--- config.mk ---
export PLATFORM = sky130hd
export DESIGN_NAME = glyph_slot_lru_cache
export DESIGN_NICKNAME = d
export VERILOG_FILES = /design/src/hw/rtl/glc_pkg.sv /design/src/hw/rtl/glc_ctrl.sv /design/src/hw/rtl/glc_dp.sv /design/src/hw/rtl/glyph_slot_lru_cache.sv
export SDC_FILE = /design/constraint.sdc
export NUM_CORES = 2
export LEC_CHECK = 0
export ABC_AREA = 1
export BUFFER_PORTS_ARGS = -buffer_cell sky130_fd_sc_hd__buf_2
export CORE_UTILIZATION = 63
export DETAILED_ROUTE_END_ITERATION = 16
export HOLD_SLACK_MARGIN = 0.02
export PLACE_DENSITY_LB_ADDON = 0.1
export SYNTH_ARGS = -nofsm -noshare
export SYNTH_HDL_FRONTEND = slang
export SYNTH_SLANG_ARGS = --single-unit
--- constraint.sdc ---
create_clock -name clk -period 5.6 [get_ports clk]
set_input_delay 0.56 -clock clk [delete_from_list [all_inputs] [get_ports clk]]
set_output_delay 0.56 -clock clk [all_outputs]
set_load 0.02 [all_outputs]
--- src/hw/rtl/glc_pkg.sv ---
`default_nettype none

package glc_pkg;

  localparam int unsigned SLOTS_DEF = 64;
  localparam int unsigned FACE_W    = 8;
  localparam int unsigned GLYPH_W   = 16;
  localparam int unsigned KEY_W     = FACE_W + GLYPH_W;
  localparam int unsigned SLOT_W    = 6;

  typedef struct packed {
    logic [FACE_W-1:0]  face_index;
    logic [GLYPH_W-1:0] glyph_code;
  } req_t;

  typedef struct packed {
    logic [SLOT_W-1:0]  slot;
    logic               hit;
    logic               evicted;
    logic [FACE_W-1:0]  old_face;
    logic [GLYPH_W-1:0] old_glyph;
  } rsp_t;

  // controller to datapath
  typedef struct packed {
    logic start;      // latch request key, restart the scan
    logic scan;       // read next key entry, compare the one read before
    logic sel_hit;    // take the matching slot
    logic sel_evict;  // take the lru slot (list head)
    logic append;     // give out the next unused slot
    logic link_rd;    // read list links and key of the chosen slot
    logic link_wr1;   // unlink the chosen slot
    logic link_wr2;   // relink the chosen slot at the mru end
    logic finish;     // load the result register
  } cmd_t;

  // datapath to controller
  typedef struct packed {
    logic used_zero;
    logic full;
    logic match;
    logic match_tail;
    logic scan_last;
    logic res_free;
  } sts_t;

endpackage

`default_nettype wire

--- src/hw/rtl/glc_ctrl.sv ---
`default_nettype none

module glc_ctrl (
  input  wire logic          clk,
  input  wire logic          rst,
  input  wire logic          in_valid,
  output logic               in_ready,
  output glc_pkg::cmd_t      cmd,
  input  wire glc_pkg::sts_t sts
);

  typedef enum logic [2:0] {
    IDLE, SCAN, APPEND, LINK_RD, LINK_WR1, LINK_WR2, DONE
  } state_t;

  state_t state, state_next;

  assign in_ready = (state == IDLE);

  always_comb begin
    cmd        = '0;
    state_next = state;
    unique case (state)
      IDLE: begin
        if (in_valid) begin
          cmd.start  = 1'b1;
          state_next = sts.used_zero ? APPEND : SCAN;
        end
      end
      SCAN: begin
        cmd.scan = 1'b1;
        if (sts.match) begin
          cmd.sel_hit = 1'b1;
          state_next  = sts.match_tail ? DONE : LINK_RD;
        end else if (sts.scan_last) begin
          if (sts.full) begin
            cmd.sel_evict = 1'b1;
            state_next    = LINK_RD;
          end else begin
            state_next = APPEND;
          end
        end
      end
      APPEND: begin
        cmd.append = 1'b1;
        state_next = DONE;
      end
      LINK_RD: begin
        cmd.link_rd = 1'b1;
        state_next  = LINK_WR1;
      end
      LINK_WR1: begin
        cmd.link_wr1 = 1'b1;
        state_next   = LINK_WR2;
      end
      LINK_WR2: begin
        cmd.link_wr2 = 1'b1;
        state_next   = DONE;
      end
      DONE: begin
        if (sts.res_free) begin
          cmd.finish = 1'b1;
          state_next = IDLE;
        end
      end
      default: state_next = IDLE;
    endcase
  end

  always_ff @(posedge clk) begin
    if (rst) begin
      state <= IDLE;
    end else begin
      state <= state_next;
    end
  end

endmodule

`default_nettype wire

--- src/hw/rtl/glc_dp.sv ---
`default_nettype none

module glc_dp #(
  parameter int unsigned SLOTS = glc_pkg::SLOTS_DEF
) (
  input  wire logic          clk,
  input  wire logic          rst,
  input  wire glc_pkg::req_t in_data,
  output logic               out_valid,
  input  wire logic          out_ready,
  output glc_pkg::rsp_t      out_data,
  input  wire glc_pkg::cmd_t cmd,
  output glc_pkg::sts_t      sts
);

  localparam int unsigned IW = $clog2(SLOTS);
  localparam int unsigned CW = $clog2(SLOTS + 1);
  localparam int unsigned KW = glc_pkg::KEY_W;
  localparam int unsigned SW = glc_pkg::SLOT_W;

  // storage, contents undefined until written
  logic [KW-1:0] key_mem  [SLOTS];
  logic [IW-1:0] next_mem [SLOTS];
  logic [IW-1:0] prev_mem [SLOTS];

  logic [KW-1:0] req_key;
  logic [CW-1:0] used;
  logic [IW-1:0] head, tail;
  logic [IW-1:0] scan_idx, rd_idx, sel_slot;
  logic          rd_vld;
  logic [KW-1:0] rd_key, old_key;
  logic [IW-1:0] rd_next, rd_prev;
  logic          hit_flag, evict_flag;

  logic [IW-1:0]    used_slot, key_raddr, key_waddr, nx_waddr, nx_wdata, pv_waddr, pv_wdata;
  logic             key_we, nx_we, pv_we, is_head;
  logic [IW+SW-1:0] slot_wide;

  assign used_slot = used[IW-1:0];
  assign is_head   = (sel_slot == head);
  assign key_raddr = cmd.link_rd ? sel_slot : scan_idx;

  // key memory write port
  always_comb begin
    key_we    = cmd.append | (cmd.link_wr1 & evict_flag);
    key_waddr = cmd.append ? used_slot : sel_slot;
  end

  // list link write ports
  always_comb begin
    nx_we    = 1'b0;
    nx_waddr = tail;
    nx_wdata = sel_slot;
    pv_we    = 1'b0;
    pv_waddr = sel_slot;
    pv_wdata = tail;
    if (cmd.append) begin
      nx_we    = (used != '0);
      nx_wdata = used_slot;
      pv_we    = (used != '0);
      pv_waddr = used_slot;
    end else if (cmd.link_wr1) begin
      nx_we    = ~is_head;
      nx_waddr = rd_prev;
      nx_wdata = rd_next;
      pv_we    = 1'b1;
      pv_waddr = rd_next;
      pv_wdata = rd_prev;
    end else if (cmd.link_wr2) begin
      nx_we = 1'b1;
      pv_we = 1'b1;
    end
  end

  always_ff @(posedge clk) begin
    rd_key  <= key_mem[key_raddr];
    rd_next <= next_mem[sel_slot];
    rd_prev <= prev_mem[sel_slot];
    if (key_we) begin
      key_mem[key_waddr] <= req_key;
    end
    if (nx_we) begin
      next_mem[nx_waddr] <= nx_wdata;
    end
    if (pv_we) begin
      prev_mem[pv_waddr] <= pv_wdata;
    end
  end

  // scan, selection and list pointers
  always_ff @(posedge clk) begin
    if (rst) begin
      used   <= '0;
      rd_vld <= 1'b0;
    end else begin
      rd_vld <= cmd.scan & (CW'(scan_idx) < used);
      if (cmd.append) begin
        used <= used + CW'(1);
      end
    end
    rd_idx <= scan_idx;
    if (cmd.start) begin
      req_key    <= {in_data.face_index, in_data.glyph_code};
      scan_idx   <= '0;
      hit_flag   <= 1'b0;
      evict_flag <= 1'b0;
      old_key    <= '0;
    end else if (cmd.scan) begin
      scan_idx <= scan_idx + IW'(1);
    end
    if (cmd.sel_hit) begin
      sel_slot <= rd_idx;
      hit_flag <= 1'b1;
    end
    if (cmd.sel_evict) begin
      sel_slot   <= head;
      evict_flag <= 1'b1;
    end
    if (cmd.append) begin
      sel_slot <= used_slot;
      tail     <= used_slot;
      if (used == '0) begin
        head <= used_slot;
      end
    end
    if (cmd.link_wr1) begin
      if (is_head) begin
        head <= rd_next;
      end
      if (evict_flag) begin
        old_key <= rd_key;
      end
    end
    if (cmd.link_wr2) begin
      tail <= sel_slot;
    end
  end

  // result register
  assign slot_wide = {{SW{1'b0}}, sel_slot};

  always_ff @(posedge clk) begin
    if (rst) begin
      out_valid <= 1'b0;
    end else if (cmd.finish) begin
      out_valid <= 1'b1;
    end else if (out_ready) begin
      out_valid <= 1'b0;
    end
    if (cmd.finish) begin
      out_data.slot      <= slot_wide[SW-1:0];
      out_data.hit       <= hit_flag;
      out_data.evicted   <= evict_flag;
      out_data.old_face  <= old_key[KW-1:glc_pkg::GLYPH_W];
      out_data.old_glyph <= old_key[glc_pkg::GLYPH_W-1:0];
    end
  end

  always_comb begin
    sts.used_zero  = (used == '0);
    sts.full       = (used == CW'(SLOTS));
    sts.match      = rd_vld & (rd_key == req_key);
    sts.match_tail = (rd_idx == tail);
    sts.scan_last  = rd_vld & (CW'(rd_idx) == (used - CW'(1)));
    sts.res_free   = ~out_valid | out_ready;
  end

  a_used_bound: assert property (@(posedge clk) disable iff (rst)
    used <= CW'(SLOTS))
    else $error("slot count beyond capacity");

  a_evict_full: assert property (@(posedge clk) disable iff (rst)
    cmd.sel_evict |-> sts.full)
    else $error("eviction while free slots remain");

  a_append_count: assert property (@(posedge clk) disable iff (rst)
    cmd.append |=> used == $past(used) + CW'(1))
    else $error("slot count did not advance on append");

  a_result_kind: assert property (@(posedge clk) disable iff (rst)
    out_valid |-> !(out_data.hit && out_data.evicted))
    else $error("result marked both hit and evicted");

endmodule

`default_nettype wire

--- src/hw/rtl/glyph_slot_lru_cache.sv ---
`default_nettype none

// channel   direction  handshake             payload
// in        input      in_valid / in_ready   in_data  (glc_pkg::req_t)
// out       output     out_valid / out_ready out_data (glc_pkg::rsp_t)
//
// one lookup at a time; the key memory has one read port, so a lookup scans
// the filled slots one per cycle; a miss appends to a free slot (with no
// scan when empty) or, if full, evicts the lru slot; in_ready is high in idle
// reset clears slot count, read and result valid, and state only; no clearing pass
// a stalled out channel holds the finished result; the next item is taken
// meanwhile and waits in its last step until the result register frees
module glyph_slot_lru_cache #(
  parameter int unsigned SLOTS = glc_pkg::SLOTS_DEF
) (
  input  wire logic          clk,
  input  wire logic          rst,
  input  wire logic          in_valid,
  output logic               in_ready,
  input  wire glc_pkg::req_t in_data,
  output logic               out_valid,
  input  wire logic          out_ready,
  output glc_pkg::rsp_t      out_data
);

  // recency is kept as a doubly linked list over slots in two link memories:
  // head is least recently used, tail most recently used, so a hit off the tail
  // or an eviction reads, unlinks and relinks one slot instead of shifting the order
  glc_pkg::cmd_t cmd;
  glc_pkg::sts_t sts;

  // sequencer: scan, choose slot, relink, hand over result
  glc_ctrl u_ctrl (
    .clk      (clk),
    .rst      (rst),
    .in_valid (in_valid),
    .in_ready (in_ready),
    .cmd      (cmd),
    .sts      (sts)
  );

  // key store, link memories, pointers, slot count and result register
  glc_dp #(
    .SLOTS (SLOTS)
  ) u_dp (
    .clk       (clk),
    .rst       (rst),
    .in_data   (in_data),
    .out_valid (out_valid),
    .out_ready (out_ready),
    .out_data  (out_data),
    .cmd       (cmd),
    .sts       (sts)
  );

endmodule

`default_nettype wire
# Yosys cells after proc, flatten, opt, wreduce, memory -nomap -nowiden
# Memory sizes are Yosys's and may differ from the RTL's. A register that Yosys moved wholly into a read port is not among the register bits.
# Index checks and enable logic that the tools add are counted.
# totals
regBits	124
ram_bits	2304
input_bits	28
wordCells	107
memories	3
# op_classes
addsub	3
magnitude_cmp	1
eq_ne	14
muxes	52
bitwise	8
n_reduce_logical	8
# memory_table
name	depth	word_bits	rd	rd_clocked_by_memory_dff	write_ports	line_no	text
u_dp.key_mem	64	24	1	1	1	glc_dp.sv:22	logic [KW-1:0] key_mem [SLOTS];
u_dp.next_mem	64	6	1	1	1	glc_dp.sv:23	logic [IW-1:0] next_mem [SLOTS];
u_dp.prev_mem	64	6	1	1	1	glc_dp.sv:24	logic [IW-1:0] prev_mem [SLOTS];
# op_table
op	n
$mux W6	15
$mux W24	3
$mux W1	26
$eq A24 B24 Y1	1
$mux W3	6
$pmux W3 S6	1
$eq A6 B6 Y1	2
$eq A3 B3 Y1 const B	3
$add A7 B1 Y7 const B	1
$eq A6 B7 Y1	1
$eq A7 B7 Y1 const B	1
$logic_not A7 Y1	1
$lt A6 B7 Y1	1
$reduce_bool A7 Y1	1
$sub A7 B1 Y7 const B	1
$add A6 B1 Y6 const B	1
$eq A3 B2 Y1 const B	2
$and A1 B1 Y1	4
$ne A2 B2 Y1 const B	2
$reduce_bool A2 Y1	2
$eq A3 B1 Y1 const B	1
$logic_not A3 Y1	1
$ne A3 B3 Y1 const B	1
$reduce_and A3 Y1	1
5 further kinds	7

# Longest topological paths before layout
# depth
depth_word	9
mapped_depth	15

# Hierarchy
# A second synthesis with hierarchy kept.
# hier_totals
hier_cells	9775
hier_area_um2	104895.6
# modules_own_cells
module	n_inst	cells_each	area_per_inst_um2
glc_dp	1	9716	104516.5
glc_ctrl	1	59	379.1

# Worst setup path before layout
# Ideal clock, no wire load.
# synth_path
kind	reg2reg
from	register u_ctrl.state[0]
to	memory u_dp.prev_mem[30][0] (netlist bit) (enable)
t_arrival_ns	3.586
setup_slack_ns	1.663
path_stages_with_launch	11
n_path_buf	2
period_less_slack_ns	3.937
cell_sequence	dfxtp_1 -> buf_2 -> nor3_4 -> inv_2 -> buf_2 -> nand2_1 -> o211ai_1 -> nand2_1 -> nor2_1 -> nand2_1 -> nor2_1
# synth_rtl
item	line_no	text
from (decl)	glc_ctrl.sv:16	state_t state, state_next;
from (signal assigned)	glc_ctrl.sv:74	state <= state_next;
$eq A3 B3 Y1	glc_ctrl.sv:23	unique case (state)
$mux W1	glc_ctrl.sv:23	
$mux W6	--	
$mux W6 (*)	--	
via u_dp.nx_wdata[1]	glc_dp.sv:35	logic [IW-1:0] used_slot, key_raddr, key_waddr, nx_waddr, nx_wdata, pv_waddr, pv_wdata;
to (decl)	glc_dp.sv:24	
# The timed path passes the listed nets; every way through them passes the cells marked *.

# Worst setup path in the final report
# layout_path
from	register u_ctrl.state[0]
to	register u_dp.rd_key[21], read port of u_dp.key_mem
# layout_via
elab_chain_len	3
# layout_lines
item	line_no	text
$eq A3 B2 Y1	glc_ctrl.sv:23	
$mux W1	glc_ctrl.sv:23	
$mux W6	glc_dp.sv:41	assign key_raddr = cmd.link_rd ? sel_slot : scan_idx;
to (decl)	glc_dp.sv:31	logic [KW-1:0] rd_key, old_key;
# No other way between the ends.
# A chain may end at the register's enable or synchronous reset.

==> results.sh <==
export IMPL_status="finished, final reports clean"
export IMPL_synth_top_area_frac=0.698
export IMPL_synth_compound_area_frac=0.0613
export IMPL_path_class="register to register"
export IMPL_synth_top_family_by_area="simple AND/OR/NAND/NOR gates"
export IMPL_rrSetupSlack_ns=1.34
export IMPL_final_nets=8780
export IMPL_path_common_cell="nand3_1"
export IMPL_cpMaxStageDelayCell="nand2_4"
export IMPL_cp_slowest_stage_delay_ns=0.60
export IMPL_cts_setup_buffers=0
export IMPL_drc=0
export IMPL_arrival_ns=5.01
export IMPL_cap_violations=0
export IMPL_clock_latency_ns=0.88
export IMPL_detail_route_antenna_nets=0
export IMPL_clk_pin_slew_ns=0.06
export IMPL_peakVddDrop_mv=0.454
export IMPL_dr_pass1_iters=7
export IMPL_synth_nets=8838
export IMPL_avgSynthCellArea_um2=11.6
export IMPL_place_ws_ns=1.49
export IMPL_hpwl_mm=156
export IMPL_final_setup_tns_ns=0
export IMPL_yosys_warnings=0
export IMPL_crit_path_end_kind="register"
export IMPL_io_buffers=61
export IMPL_worst_pin_slew_ns=1.32
export IMPL_mostFrequentLayoutCells="edfxtp_1, nand2_1, nand3_1"
export IMPL_yosys_top_cells_area="edfxtp_1, nand3_1, nand2_1"
export IMPL_relSlewSlack=0.122
export IMPL_cts_max_level=4
export IMPL_ys_seq_area_frac=0.716
export IMPL_post_cts_resized=0
export IMPL_layout_commonest_cell="edfxtp_1"
export IMPL_syn_area_um2=102000
export IMPL_leakage_uw=0.0403
export IMPL_clock_skew_ns=0.0302
export IMPL_grt_first_pass_wirelength_mm=417
export IMPL_wirelength_mm=284
export IMPL_die_w_um=405
export IMPL_grt_max_degree=276
export IMPL_synth_seq_cells=2464
export IMPL_setup_viol=0
export IMPL_antenna_found_initial=8
export IMPL_fmax_ghz=0.235
export IMPL_start_util=0.635
export IMPL_synth_simple_area_share=0.176
export IMPL_path_max_fanout=80
export IMPL_ios=62
export IMPL_vias_per_cell=6.23
export IMPL_gp_congestion=0.915
export IMPL_synth_top_area_cell="edfxtp_1"
export IMPL_die_y_um=405
export IMPL_synth_adder_area_share=0.000981
export IMPL_core_region_area_um2=161000
export IMPL_fp_row_count=147
export IMPL_drive_gt1_frac=0.0786
export IMPL_cts_sinks=2464
export IMPL_synth_xor_xnor_area_share=0.000772
export IMPL_hold_viol_final=0
export IMPL_synth_area_mux_share=0
export IMPL_fin_crit_ns=4.26
export IMPL_final_setup_worst_slack_ns=1.34
export IMPL_slew_violations=0
export IMPL_vias=69200
export IMPL_period_share=0.760
export IMPL_ctsHoldBuffers=27
export IMPL_synthCells=8802
export IMPL_grt_pass1_vias=65900
export IMPL_synthDistinctLibCells=39
export IMPL_root_buffer="clkbuf_16"
export IMPL_crit_path_start_kind="register"
export IMPL_overflow=0
export IMPL_power_per_cell_area_nw_per_um2=493
export IMPL_area_growth_pct=10.6
export IMPL_cts_buffers=237
export IMPL_cts_tree="done"
export IMPL_hp_class="primary input to register"
export IMPL_crit_chain="nand3_2 -> nand2_4 -> nand2_4 -> buf_12 -> buf_12 -> o211ai_1 -> nand3_1 -> nand3_1 -> nand3_1 -> nand3_1 -> nand2_1"
export IMPL_wl_per_cell_um=25.5
export IMPL_cts_buffer_depth=3
export IMPL_required_ns=6.35
export IMPL_dieArea_um2=164000
export IMPL_rsz0062_at_grt="false"
export IMPL_drtIter0Drc=9251
export IMPL_grtUsageTotal=0.346
-- Yosys cell counts --
| library cell | n |
|---|---|
| nand2_2 | 3 |
| nand3_1 | 1339 |
| nor3_4 | 1 |
| and2_1 | 2 |
| nor4_1 | 2 |
| a31oi_2 | 2 |
| or2_1 | 1 |
| o21ai_0 | 535 |
| o211ai_1 | 248 |
| o21ai_1 | 5 |
| a31oi_1 | 2 |
| nand3_2 | 1 |
| xnor2_1 | 4 |
| nor2_4 | 1 |
| nor2_1 | 698 |
| nor2_2 | 3 |
| edfxtp_1 | 2372 |
| clkinv_1 | 3 |
| inv_1 | 603 |
| dfxtp_1 | 92 |
| o221ai_1 | 1 |
| nor3_1 | 8 |
| xor2_1 | 5 |
| o31ai_1 | 1 |
| clkbuf_1 | 394 |
| nand4_1 | 13 |
| buf_2 | 117 |
| nand3b_1 | 240 |
| nand2_1 | 1753 |
| ha_1 | 8 |
| buf_4 | 2 |
| buf_1 | 57 |
| and3_1 | 1 |
| a21oi_1 | 67 |
| o21ai_2 | 7 |
| inv_2 | 9 |
| or2_2 | 4 |
| o22ai_1 | 197 |
| o21bai_1 | 1 |
-- worst max-delay path: cells and delay by family, from the launching register on --
kind            cells  cell delay (ns)
compound gates      1             0.22
buf+inv             2             0.61
flops               1             0.50
simple gates        8             2.65
-- sequential cells by signal (all words and copies together), names as in the netlist --
| name | count |
|---|---|
| u_dp.sel_slot | 6 |
| u_dp.rd_prev | 6 |
| u_dp.rd_next | 6 |
| u_dp.old_key | 24 |
| u_dp.rd_key | 24 |
| u_dp.prev_mem | 384 |
| u_dp.out_valid | 1 |
| u_ctrl.state | 3 |
| u_dp.used | 7 |
| u_dp.scan_idx | 6 |
| u_dp.rd_idx | 6 |
| u_dp.rd_vld | 1 |
| u_dp.tail | 6 |
| u_dp.head | 6 |
| u_dp.next_mem | 384 |
| u_dp.out_data | 32 |
| u_dp.hit_flag | 1 |
| u_dp.evict_flag | 1 |
| u_dp.req_key | 24 |
| u_dp.key_mem | 1536 |
-- final timing paths --
path                            startpoint                      endpoint  depth (start not counted)
max           u_ctrl.state[0]$_SDFFE_PP0P_       u_dp.rd_key[21]$_DFF_P_                         11
min                               in_valid  u_ctrl.state[0]$_SDFFE_PP0P_                          5
max reg2reg   u_ctrl.state[0]$_SDFFE_PP0P_       u_dp.rd_key[21]$_DFF_P_                         11
min reg2reg  u_dp.scan_idx[5]$_SDFFE_PP0P_        u_dp.rd_idx[5]$_DFF_P_                          0
-- area by class of cell --
cell class | instances | area [um2]
clock buffer | 316 | 6540
sequential | 2464 | 73100
inverter | 615 | 2330
clock inverter | 127 | 1300
fill | 11200 | 47800
timing repair buffer | 273 | 2310
antenna | 4 | 10.0
multi-input combinational | 5153 | 24700
tap | 2160 | 2700
-- report_power, final --
group	internal [uW]	total [uW]	switching, uW
logic	3890	16200	12300
clock network	9340	16100	6770
registers	22700	23400	626
total	36000	55600	19700
-- metrics by stage --
| stage | power, uW | instance area [um2] | hold WS, ns | instances | utilization |
|---|---|---|---|---|---|
| after floorplan | 33500 | 102000 | 0.368 | 8802 | - |
| after global placement | 39300 | 105000 | 0.400 | 10600 | 0.652 |
| after detailed placement | 39600 | 105000 | 0.404 | 10600 | 0.652 |
| after CTS | 55500 | 113000 | 0.205 | 11100 | 0.702 |
| after global routing | 57700 | 113000 | 0.250 | 11100 | 0.702 |
| final | 55600 | 113000 | 0.232 | 11100 | 0.702 |
-- per-layer routing --
layer / track usage / share of wire / up-vias / wire length (um)
met3: 0.0601 / 0.098 / 712 / 27700
met4: 0.189 / 0.056 / 8 / 16000
met2: 0.546 / 0.47 / 3879 / 133000
met5: 0 / 0.00020 / - / 57
li1: - / - / 31000 / -
met1: 0.461 / 0.38 / 33600 / 107000
-- logic make-up (layout without fill, tap and decap cells) --
| kind of cell | count (synthesis) | in the layout |
|---|---|---|
| other | 0 | 4 |
| AND/OR/NAND/NOR | 4070 | 4070 |
| adder cells (fa/ha/maj) | 8 | 8 |
| flip-flops | 2464 | 2464 |
| XOR/XNOR | 9 | 9 |
| AO/OA/AOI/OAI | 1066 | 1066 |
| buffers and inverters | 1185 | 1331 |
No activity file was read; power rests on OpenSTA's default activity.
